`config.mk`:
```
export PLATFORM = sky130hd
export DESIGN_NAME = fixed_block_free_list_allocator_core
export DESIGN_NICKNAME = d
export VERILOG_FILES = /design/src/rtl/fbfl_pkg.sv /design/src/rtl/fbfl_link_ram.sv /design/src/rtl/fixed_block_free_list_allocator_core.sv
export SDC_FILE = /design/constraint.sdc
export NUM_CORES = 2
export LEC_CHECK = 0
export ABC_AREA = 1
export ABC_CLOCK_PERIOD_IN_PS = 6600
export BUFFER_PORTS_ARGS = -buffer_cell sky130_fd_sc_hd__buf_2
export CORE_ASPECT_RATIO = 0.5
export CORE_UTILIZATION = 25
export DETAILED_ROUTE_END_ITERATION = 7
export PLACE_DENSITY_LB_ADDON = 0.25
export SYNTH_ARGS = -nofsm -noshare
export SYNTH_HDL_FRONTEND = slang
export SYNTH_HIERARCHICAL = 1
export SYNTH_SLANG_ARGS = --single-unit
```
`constraint.sdc`:
```
create_clock -name clk -period 6.6 [get_ports clk]
set_input_delay 0.99 -clock clk [delete_from_list [all_inputs] [get_ports clk]]
set_output_delay 0.99 -clock clk [all_outputs]
set_load 0.02 [all_outputs]
```
`src/rtl/fbfl_pkg.sv`:
```
// ----------------------------------------------------------------------------
// fbfl_pkg
// Shared types and codes for the fixed block free-list allocator.
// ----------------------------------------------------------------------------
package fbfl_pkg;

  typedef enum logic [1:0] {
    MODE_INIT  = 2'd0,
    MODE_ALLOC = 2'd1,
    MODE_FREE  = 2'd2,
    MODE_NOP   = 2'd3
  } mode_t;

  typedef enum logic [1:0] {
    ST_OK    = 2'd0,
    ST_EMPTY = 2'd1,
    ST_RANGE = 2'd2
  } status_t;

  typedef enum logic [1:0] {
    S_IDLE = 2'b01,
    S_EXEC = 2'b10
  } fsm_t;

  localparam int unsigned CFG_DATA_W    = 32;
  localparam int unsigned CFG_ADDR_W    = 1;
  localparam int unsigned NUM_BLOCKS_W  = 9;
  localparam int unsigned IN_INDEX_W    = 8;
  localparam int unsigned FREE_COUNT_W  = 9;
  localparam int unsigned FREE_COUNT_MAX = 511;
  localparam logic [CFG_ADDR_W-1:0] ADDR_NUM_BLOCKS = 1'b0;
  localparam logic [NUM_BLOCKS_W-1:0] NUM_BLOCKS_RST = 9'd256;

endpackage

```
`src/rtl/fbfl_link_ram.sv`:
```
// ----------------------------------------------------------------------------
// fbfl_link_ram
// Link store: one write port, one registered read port.
// ----------------------------------------------------------------------------
module fbfl_link_ram #(
  parameter int unsigned DEPTH = 256,
  parameter int unsigned AW    = 8
) (
  input  logic          clk,
  input  logic          we,
  input  logic [AW-1:0] waddr,
  input  logic [AW-1:0] wdata,
  input  logic [AW-1:0] raddr,
  output logic [AW-1:0] rdata
);

  logic [AW-1:0] mem [DEPTH];
  logic [AW-1:0] rdata_r;

  always_ff @(posedge clk) begin
    if (we) begin
      mem[waddr] <= wdata;
    end
  end

  always_ff @(posedge clk) begin
    rdata_r <= mem[raddr];
  end

  assign rdata = rdata_r;

endmodule

```
`src/rtl/fixed_block_free_list_allocator_core.sv`:
```
// ----------------------------------------------------------------------------
// fixed_block_free_list_allocator_core
// LIFO free-list allocator over a pool of equal blocks numbered by index.
// ----------------------------------------------------------------------------
// Usage:
//   Command channel: an operation (in_mode, in_block_index) is taken at a
//   clock edge with start high and busy low. Init makes blocks 0..pool-1
//   free, allocate pops the list head (or takes the next unused block when
//   the list is empty), free pushes a block onto the head.
//   Result channel: out_valid is high for one cycle with out_status,
//   out_granted_index and out_free_count; the receiver cannot stall it.
//   Busy is high while a command executes; a new operation is taken only
//   after it, giving the registered link read time before the next pop.
//   Config: APB register num_blocks at address 0, used at the next init.
//   Reset: pool size 0 (allocate reports empty, free reports out of
//   range until init), num_blocks 256, no clearing pass is needed.
// ----------------------------------------------------------------------------
module fixed_block_free_list_allocator_core #(
  parameter int unsigned MAX_BLOCKS = 256
) (
  input  logic                                 clk,
  input  logic                                 rst_n,
  input  logic                                 start,
  output logic                                 busy,
  input  logic [1:0]                           in_mode,
  input  logic [fbfl_pkg::IN_INDEX_W-1:0]      in_block_index,
  output logic                                 out_valid,
  output logic [1:0]                           out_status,
  output logic [7:0]                           out_granted_index,
  output logic [fbfl_pkg::FREE_COUNT_W-1:0]    out_free_count,
  input  logic                                 psel,
  input  logic                                 penable,
  input  logic                                 pwrite,
  input  logic [fbfl_pkg::CFG_ADDR_W-1:0]      paddr,
  input  logic [fbfl_pkg::CFG_DATA_W-1:0]      pwdata,
  output logic [fbfl_pkg::CFG_DATA_W-1:0]      prdata,
  output logic                                 pready
);

  import fbfl_pkg::*;

  localparam int unsigned IDX_W = $clog2(MAX_BLOCKS);
  localparam int unsigned CNT_W = $clog2(MAX_BLOCKS + 1);

  fsm_t                    state_r, state_nxt;
  mode_t                   mode_r;
  logic [IN_INDEX_W-1:0]   idx_r;
  logic [NUM_BLOCKS_W-1:0] num_blocks_r;

  logic [IDX_W-1:0] head_r, head_nxt;
  logic [CNT_W-1:0] count_r, count_nxt;
  logic [CNT_W-1:0] fresh_r, fresh_nxt;
  logic [CNT_W-1:0] pool_r, pool_nxt;

  logic                    out_valid_r;
  status_t                 status_r, status_nxt;
  logic [IDX_W-1:0]        granted_r, granted_nxt;
  logic [FREE_COUNT_W-1:0] free_count_r, free_count_nxt;

  logic             accept;
  logic             cfg_wr;
  logic             link_we;
  logic [IDX_W-1:0] link_waddr;
  logic [IDX_W-1:0] link_wdata;
  logic [IDX_W-1:0] link_rdata;
  logic [CNT_W-1:0] pool_init;
  logic [CNT_W-1:0] fresh_left;
  logic [CNT_W:0]   total;

  assign accept = start && !busy;
  assign busy   = (state_r == S_EXEC);
  assign cfg_wr = psel && penable && pwrite && pready;
  assign pready = 1'b1;
  assign prdata = (paddr == ADDR_NUM_BLOCKS) ? CFG_DATA_W'(num_blocks_r) : '0;

  always_ff @(posedge clk) begin
    if (!rst_n) begin
      num_blocks_r <= NUM_BLOCKS_RST;
    end else if (cfg_wr && paddr == ADDR_NUM_BLOCKS) begin
      num_blocks_r <= pwdata[NUM_BLOCKS_W-1:0];
    end
  end

  fbfl_link_ram #(
    .DEPTH (MAX_BLOCKS),
    .AW    (IDX_W)
  ) u_link_ram (
    .clk   (clk),
    .we    (link_we),
    .waddr (link_waddr),
    .wdata (link_wdata),
    .raddr (head_r),
    .rdata (link_rdata)
  );

  assign pool_init = (32'(num_blocks_r) > 32'(MAX_BLOCKS)) ? CNT_W'(MAX_BLOCKS)
                                                           : CNT_W'(num_blocks_r);

  always_comb begin
    state_nxt   = state_r;
    head_nxt    = head_r;
    count_nxt   = count_r;
    fresh_nxt   = fresh_r;
    pool_nxt    = pool_r;
    status_nxt  = ST_OK;
    granted_nxt = '0;
    link_we     = 1'b0;
    link_waddr  = IDX_W'(idx_r);
    link_wdata  = (count_r != '0) ? head_r : '0;
    unique case (state_r)
      S_IDLE: begin
        if (accept) begin
          state_nxt = S_EXEC;
        end
      end
      S_EXEC: begin
        state_nxt = S_IDLE;
        unique case (mode_r)
          MODE_INIT: begin
            pool_nxt  = pool_init;
            count_nxt = '0;
            fresh_nxt = '0;
          end
          MODE_ALLOC: begin
            priority if (count_r != '0) begin
              granted_nxt = head_r;
              head_nxt    = link_rdata;
              count_nxt   = count_r - 1'b1;
            end else if (fresh_r < pool_r) begin
              granted_nxt = IDX_W'(fresh_r);
              fresh_nxt   = fresh_r + 1'b1;
            end else begin
              status_nxt = ST_EMPTY;
            end
          end
          MODE_FREE: begin
            if (32'(idx_r) >= 32'(pool_r)) begin
              status_nxt = ST_RANGE;
            end else begin
              link_we  = 1'b1;
              head_nxt = IDX_W'(idx_r);
              if (32'(count_r) < 32'(MAX_BLOCKS)) begin
                count_nxt = count_r + 1'b1;
              end
            end
          end
          MODE_NOP: begin
          end
          default: begin
          end
        endcase
      end
      default: begin
        state_nxt = S_IDLE;
      end
    endcase
  end

  assign fresh_left = (fresh_nxt < pool_nxt) ? (pool_nxt - fresh_nxt) : '0;
  assign total      = {1'b0, count_nxt} + {1'b0, fresh_left};
  assign free_count_nxt = (32'(total) > 32'(FREE_COUNT_MAX)) ? FREE_COUNT_W'(FREE_COUNT_MAX)
                                                             : FREE_COUNT_W'(total);

  always_ff @(posedge clk) begin
    if (!rst_n) begin
      state_r     <= S_IDLE;
      count_r     <= '0;
      fresh_r     <= '0;
      pool_r      <= '0;
      out_valid_r <= 1'b0;
    end else begin
      state_r     <= state_nxt;
      count_r     <= count_nxt;
      fresh_r     <= fresh_nxt;
      pool_r      <= pool_nxt;
      out_valid_r <= (state_r == S_EXEC);
    end
  end

  always_ff @(posedge clk) begin
    head_r <= head_nxt;
    if (accept) begin
      mode_r <= mode_t'(in_mode);
      idx_r  <= in_block_index;
    end
    if (state_r == S_EXEC) begin
      status_r     <= status_nxt;
      granted_r    <= granted_nxt;
      free_count_r <= free_count_nxt;
    end
  end

  assign out_valid         = out_valid_r;
  assign out_status        = status_r;
  assign out_granted_index = 8'(granted_r);
  assign out_free_count    = free_count_r;

`ifndef SYNTHESIS
  a_accept_busy: assert property (@(posedge clk) disable iff (!rst_n)
    accept |=> busy && !out_valid)
    else $error("accepted command did not enter execution");

  a_result_after_exec: assert property (@(posedge clk) disable iff (!rst_n)
    busy |=> out_valid && !busy)
    else $error("result strobe missing after execution");

  a_count_bound: assert property (@(posedge clk) disable iff (!rst_n)
    32'(count_r) <= 32'(MAX_BLOCKS) && 32'(fresh_r) <= 32'(pool_r))
    else $error("free-list counters out of bounds");

  a_empty_zero: assert property (@(posedge clk) disable iff (!rst_n)
    out_valid && out_status == ST_EMPTY |-> out_free_count == '0)
    else $error("empty status with nonzero free count");

  a_fail_no_grant: assert property (@(posedge clk) disable iff (!rst_n)
    out_valid && out_status != ST_OK |-> out_granted_index == '0)
    else $error("granted index on failed operation");
`endif

endmodule

```
Word-level counts from Yosys, hierarchy flattened

Memory sizes are Yosys's and may differ from the RTL's. A register that Yosys moved wholly into a read port is not among the register bits.
Cells that the tools add are included.

Add/subtract/negate cells: 5
Order comparisons: 6
Eq/ne operators: 6
Mux-type cells: 29
Bitwise operators: 1
Reductions and logical operators: 10

Operator list:

| operator              | count |
|---|---|
| $mux W9               | 12 |
| $mux W8               | 5 |
| $pmux W9 S3           | 1 |
| $add A9 B1 Y9 const B | 2 |
| $lt A9 B9 Y1          | 2 |
| $pmux W9 S2           | 1 |
| $pmux W8 S2           | 1 |
| $add A9 B9 Y10        | 1 |
| $gt A10 B9 Y1 const B | 1 |
| $ge A8 B9 Y1          | 1 |
| $gt A9 B9 Y1 const B  | 1 |
| $lt A9 B9 Y1 const B  | 1 |
| $reduce_bool A9 Y1    | 1 |
| $sub A9 B1 Y9 const B | 1 |
| $sub A9 B9 Y9         | 1 |
| $mux W1               | 7 |
| $eq A2 B1 Y1 const B  | 2 |
| $eq A2 B2 Y1 const B  | 2 |
| $logic_and A1 B1 Y1   | 4 |
| $ne A2 B2 Y1 const B  | 2 |
| $pmux W2 S2           | 1 |
| $reduce_and A4 Y1     | 1 |
| $logic_not A2 Y1      | 1 |
| $mux W2               | 1 |
| 4 further kinds       | 4 |

Flip-flop bits (word level): 76
Bits in writable memories: 2048
Input bits: 49
Output and inout port bits: 54
Logic and storage cells: 70
Memories: 1

Memories:

| name           | depth | width | rd ports | clocked after memory_dff | write ports | RTL line            | text |
|---|---|---|---|---|---|---|---|
| u_link_ram.mem | 256   | 8     | 1        | 1                        | 1           | fbfl_link_ram.sv:17 | `logic [AW-1:0] mem [DEPTH];` |

Longest topological paths before layout

Word-level depth: 9
Gate-level depth with buffers: 31
Mapped depth without buffers: 31

Hierarchy

Netlist, hierarchy kept.

By module, submodules not included:

| module                               | times used | cells each | area an instance (um^2) | sequential area each (um^2) |
|---|---|---|---|---|
| fbfl_link_ram                        | 1          | 7003       | 83396.2                 | 61659.1 |
| fixed_block_free_list_allocator_core | 1          | 737        | 5450.2                  | 1891.8 |

Least setup slack after synthesis

No wires, ideal clock.

Kind: reg-to-reg
Start: reg count_r[0]
End: mem u_link_ram.mem[0][4], data pin
Arrival: 4118 ps
Required time: 5826 ps
Path slack: 1708 ps
Stages on the path, launching flop included: 10
Path through: dfxtp_1 inv_1 ha_1 nand3_4 nor2_4 nand2_4 buf_6 buf_6 nand2_1 inv_1

Cells in the longest elaborated chain, start to end: 2

RTL lines:

| item                   | RTL line                                    | text |
|---|---|---|
| start, declared        | fixed_block_free_list_allocator_core.sv:51  | `logic [CNT_W-1:0] count_r, count_nxt;` |
| start signal, assigned | fixed_block_free_list_allocator_core.sv:173 | `count_r <= count_nxt;` |
| $reduce_bool A9 Y1     | fixed_block_free_list_allocator_core.sv:109 | `link_wdata = (count_r != '0) ? head_r : '0;` |
| $mux W8                | fixed_block_free_list_allocator_core.sv:109 |  |
| net link_wdata[4]      | fixed_block_free_list_allocator_core.sv:64  | `logic [IDX_W-1:0] link_wdata;` |
| end, declared          | fbfl_link_ram.sv:17                         |  |

The timed path passes the listed nets, and every way through them passes these cells.

Worst setup path in the final report

Start: reg count_r[0]
End: reg free_count_r[8] (netlist: out_free_count[8]), data pin

Cells in the longest elaborated chain, start to end: 8

RTL lines:

| item                                          | RTL line                                    | text |
|---|---|---|
| $reduce_bool A9 Y1                            | fixed_block_free_list_allocator_core.sv:125 | `priority if (count_r != '0) begin` |
| $mux W9                                       | fixed_block_free_list_allocator_core.sv:125 |  |
| $pmux W9 S2                                   | fixed_block_free_list_allocator_core.sv:118 | `unique case (mode_r)` |
| $mux W9                                       | fixed_block_free_list_allocator_core.sv:110 | `unique case (state_r)` |
| $sub A9 B9 Y9 or $lt A9 B9 Y1 (tied branches) | fixed_block_free_list_allocator_core.sv:159 | `assign fresh_left = (fresh_nxt < pool_nxt) ? (pool_nxt - fresh_nxt) : '0;` |
| $mux W9                                       | fixed_block_free_list_allocator_core.sv:159 |  |
| $add A9 B9 Y10 *                              | fixed_block_free_list_allocator_core.sv:160 | `assign total = {1'b0, count_nxt} + {1'b0, fresh_left};` |
| $gt A10 B9 Y1                                 | fixed_block_free_list_allocator_core.sv:161 | `assign free_count_nxt = (32'(total) > 32'(FREE_COUNT_MAX)) ? FREE_COUNT_W'(FREE_COUNT_MAX)` |
| end signal, assigned                          | fixed_block_free_list_allocator_core.sv:189 | `free_count_r <= free_count_nxt;` |
| end, declared                                 | fixed_block_free_list_allocator_core.sv:58  | `logic [FREE_COUNT_W-1:0] free_count_r, free_count_nxt;` |

Every way passes the cells marked *; elsewhere a longest branch is shown, timed or not.
A chain may end at the register's enable or synchronous reset.

==> flow_summary.toml <==
[drt]
wl_met2_um = 120000
drc = 0
wl_per_cell_um = 21.3
first_pass_iters = 8
post_drt_via_cell_ratio = 4.60
postRouteAntennaNets = 0
met1_length_um = 125000
top_layer_used = "met4"
wl_um = 267000
vias = 57600
wl_met3_um = 15800
drtIter0Drc = 5066

[clocking]
root_buffer = "clkbuf_16"
postCtsSetupRepairBufs = 0
clock-sinks = 2132
holdBufCountCts = 0
clk_pin_slew_worst_paths_ns = 0.06
clockBufferDepth = 4
cts_resized = 0
cts_buffers = 224
clock_latency_ns = 0.90
cts_tree = "done"
htreeDepth = 4

[floorplan]
start_util_pct = 25.2
die_y_um = 424
die_w_um = 845
core_area_sq_um = 353000
io-pin-count = 103
rows = 154
die_area_sq_um = 358000

[critical_path]
endpoint_kind = "flip-flop"
cp_max_fo = 21
criticalPathCategory = "flip-flop to flip-flop"
worstPathArrival_ns = 5.87
cp-start-kind = "flip-flop"
cp.required_ns = 7.21

[power]
ir_worst_vdd_mv = 0.201
p_total_w = 0.0275
p_per_area_nw_per_um2 = 274
leakage_nw = 34.7

[layout]
layout_common_cells = "2301 x nand2_1, 2085 x edfxtp_1, 2066 x nand3_1, 348 x nor2_1, 228 x clkbuf_16"
final_common_cell = "nand2_1"
area_delta_synth_final_pct = 12.7
instances_no_fill = 12500
nets = 7695
drive_above_1_share_pct = 6.05
fillers = 36300
seq_area_sq_um = 63600
multi_input_area_sq_um = 22100

[sta]
fin_crit_sh_pct = 79.6
hold_viol = 0
finalSetupTns_ns = 0
report.final.slew_viol_count = 0
setup_viol = 0
rsz0062_at_grt = "false"
max_clock_freq_ghz = 0.190
worstMarginPinSlew_ns = 1.16
fin_skew_ns = 0.0459
relSlewSlack_pct = 22.5
min_period_ns = 5.26

[place]
dpl.hpwl_um = 145000
gp_congestion = 0.820
placed_cells_incl_taps = 12100
port_buffers = 55

[synth]
synth-edff-count = 2085
syn-instance-count = 7740
syn_avg_cell_area_sq_um = 11.5
synth_ff_type = "edfxtp_1"
syn_area_sq_um = 88800
ys_seq_elements = 2132
yosys_warnings = 6
async_reset_ff_share_pct = 0
synth_cell_type_count = 48
yosysSeqAreaShare_pct = 71.5

[grt]
grt_pass1_vias = 54500
grt_max_degree = 189
grt-ovfl-total = 0
antenna_found_initial = 15
grt_pass1_wl_um = 389000
track_usage_pct = 14.4

[job]
maxCapViolCount = 0

[worst_hold_path]
min_path_type = "primary input to flip-flop"

[outcome]
status = "finished clean"
## power breakdown
part | internal [W] | switching, W
combinational | 0.0000879 | 0.000553
sequential | 0.0149 | 0.0000163
clock | 0.00663 | 0.00525
total | 0.0216 | 0.00582
## synth_stat cells, types with 3 or more instances
master	n	area (sq um)
nand2_1	2316	8690
nor3_1	8	40.0
buf_1	41	154
inv_1	132	495
xor2_1	13	114
nor4_1	3	18.8
ha_1	42	526
buf_2	272	1360
nand2_2	4	25.0
nor2_2	7	43.8
inv_4	3	18.8
buf_6	23	259
o21bai_1	3	22.5
nor2_1	348	1310
xnor2_1	5	43.8
clkbuf_1	118	443
nand4_1	10	62.6
and2_1	5	31.3
nor2_4	3	33.8
buf_4	72	541
dfxtp_1	47	941
a21oi_1	43	215
nand3_1	2066	10300
edfxtp_1	2085	62600
o21ai_0	29	145
o21ai_2	3	26.3
inv_2	5	18.8
a21o_1	4	30.0
o22ai_1	4	25.0
## metrics by stage
stage	worst slack, ns	hold WS, ns	cell area [sq um]	utilization, %
5_1_grt	0.815	0.255	100000	28.4
3_5_place_dp	1.39	0.438	93500	26.5
4_1_cts	1.35	0.233	100000	28.4
2_1_floorplan	1.71	0.418	88900	-
3_3_place_gp	1.35	0.427	93500	26.5
6_report	1.34	0.307	100000	28.4
## critical path, cell delays in order (launching register included)
cell      delay (ns)
dfxtp_1         0.38
inv_1           0.21
ha_1            0.27
nand3_4         0.11
nor2_4          0.14
nand2_4         0.19
nor2_4          0.34
nand3_1         0.15
o21bai_1        0.16
nand2_1         0.12
ha_1            0.40
nand2_1         0.09
nor3_1          0.22
nand3_1         0.12
nand4_1         0.13
nand2_1         0.17
or2_1           0.25
inv_1           0.05
ha_1            0.15
inv_1           0.07
fa_1            0.45
o21ai_0         0.30
and3_1          0.23
nand3_1         0.10
nand3_1         0.09
nand3_1         0.07
## kinds of logic (layout without fill, tap and decap cells)
group / count (synthesis) / in the layout / synth area share (%)
xor gates and xnor gates: 18 / 18 / 0.177
and+or+nand+nor: 4781 / 4781 / 23.3
buffers and inverters: 667 / 679 / 3.72
other: 2 / 25 / 0.00845
DFF: 2132 / 2132 / 71.5
adders and majority gates: 44 / 44 / 0.637
AOI/OAI and AO/OA: 96 / 96 / 0.607
## area by class of cell
cell class	instances	area share [%]
antenna	1	0.00250
inverter	140	0.624
multi-input combinational	4963	22.1
sequential	2132	63.5
timing repair buffer	141	1.21
clock buffer	290	5.93
tap	4758	5.95
clock inverter	108	0.716
## sequential cells by signal, indices dropped and copies added, names as in the netlist, named ones only
register	cells
state_r	2
out_status	2
pool_r	9
out_free_count	9
out_valid	1
out_granted_index	8
u_link_ram/mem	2048
u_link_ram/rdata	8
idx_r	8
mode_r	2
num_blocks_r	9
head_r	8
fresh_r	8
count_r	9
## layer usage
layer | global-route usage (%) | vias to the layer above
met4 | 3.45 | 0
met2 | 22.4 | 1543
met5 | 0 | -
met1 | 20.9 | 28800
li1 | - | 26900
met3 | 2.47 | 327
## worst paths after layout
| check | startpoint | end | slack, ns | depth (start not counted) |
|---|---|---|---|---|
| worst min-delay path | in_block_index[3] | idx_r[3] | 0.31 | 1 |
| worst min register to register | state_r[0] | state_r[0] | 0.45 | 1 |
| worst max-delay path | count_r[0] | out_free_count[8] | 1.34 | 25 |
| worst max register to register | count_r[0] | out_free_count[8] | 1.34 | 25 |
Power figures use the tool's default switching activity.
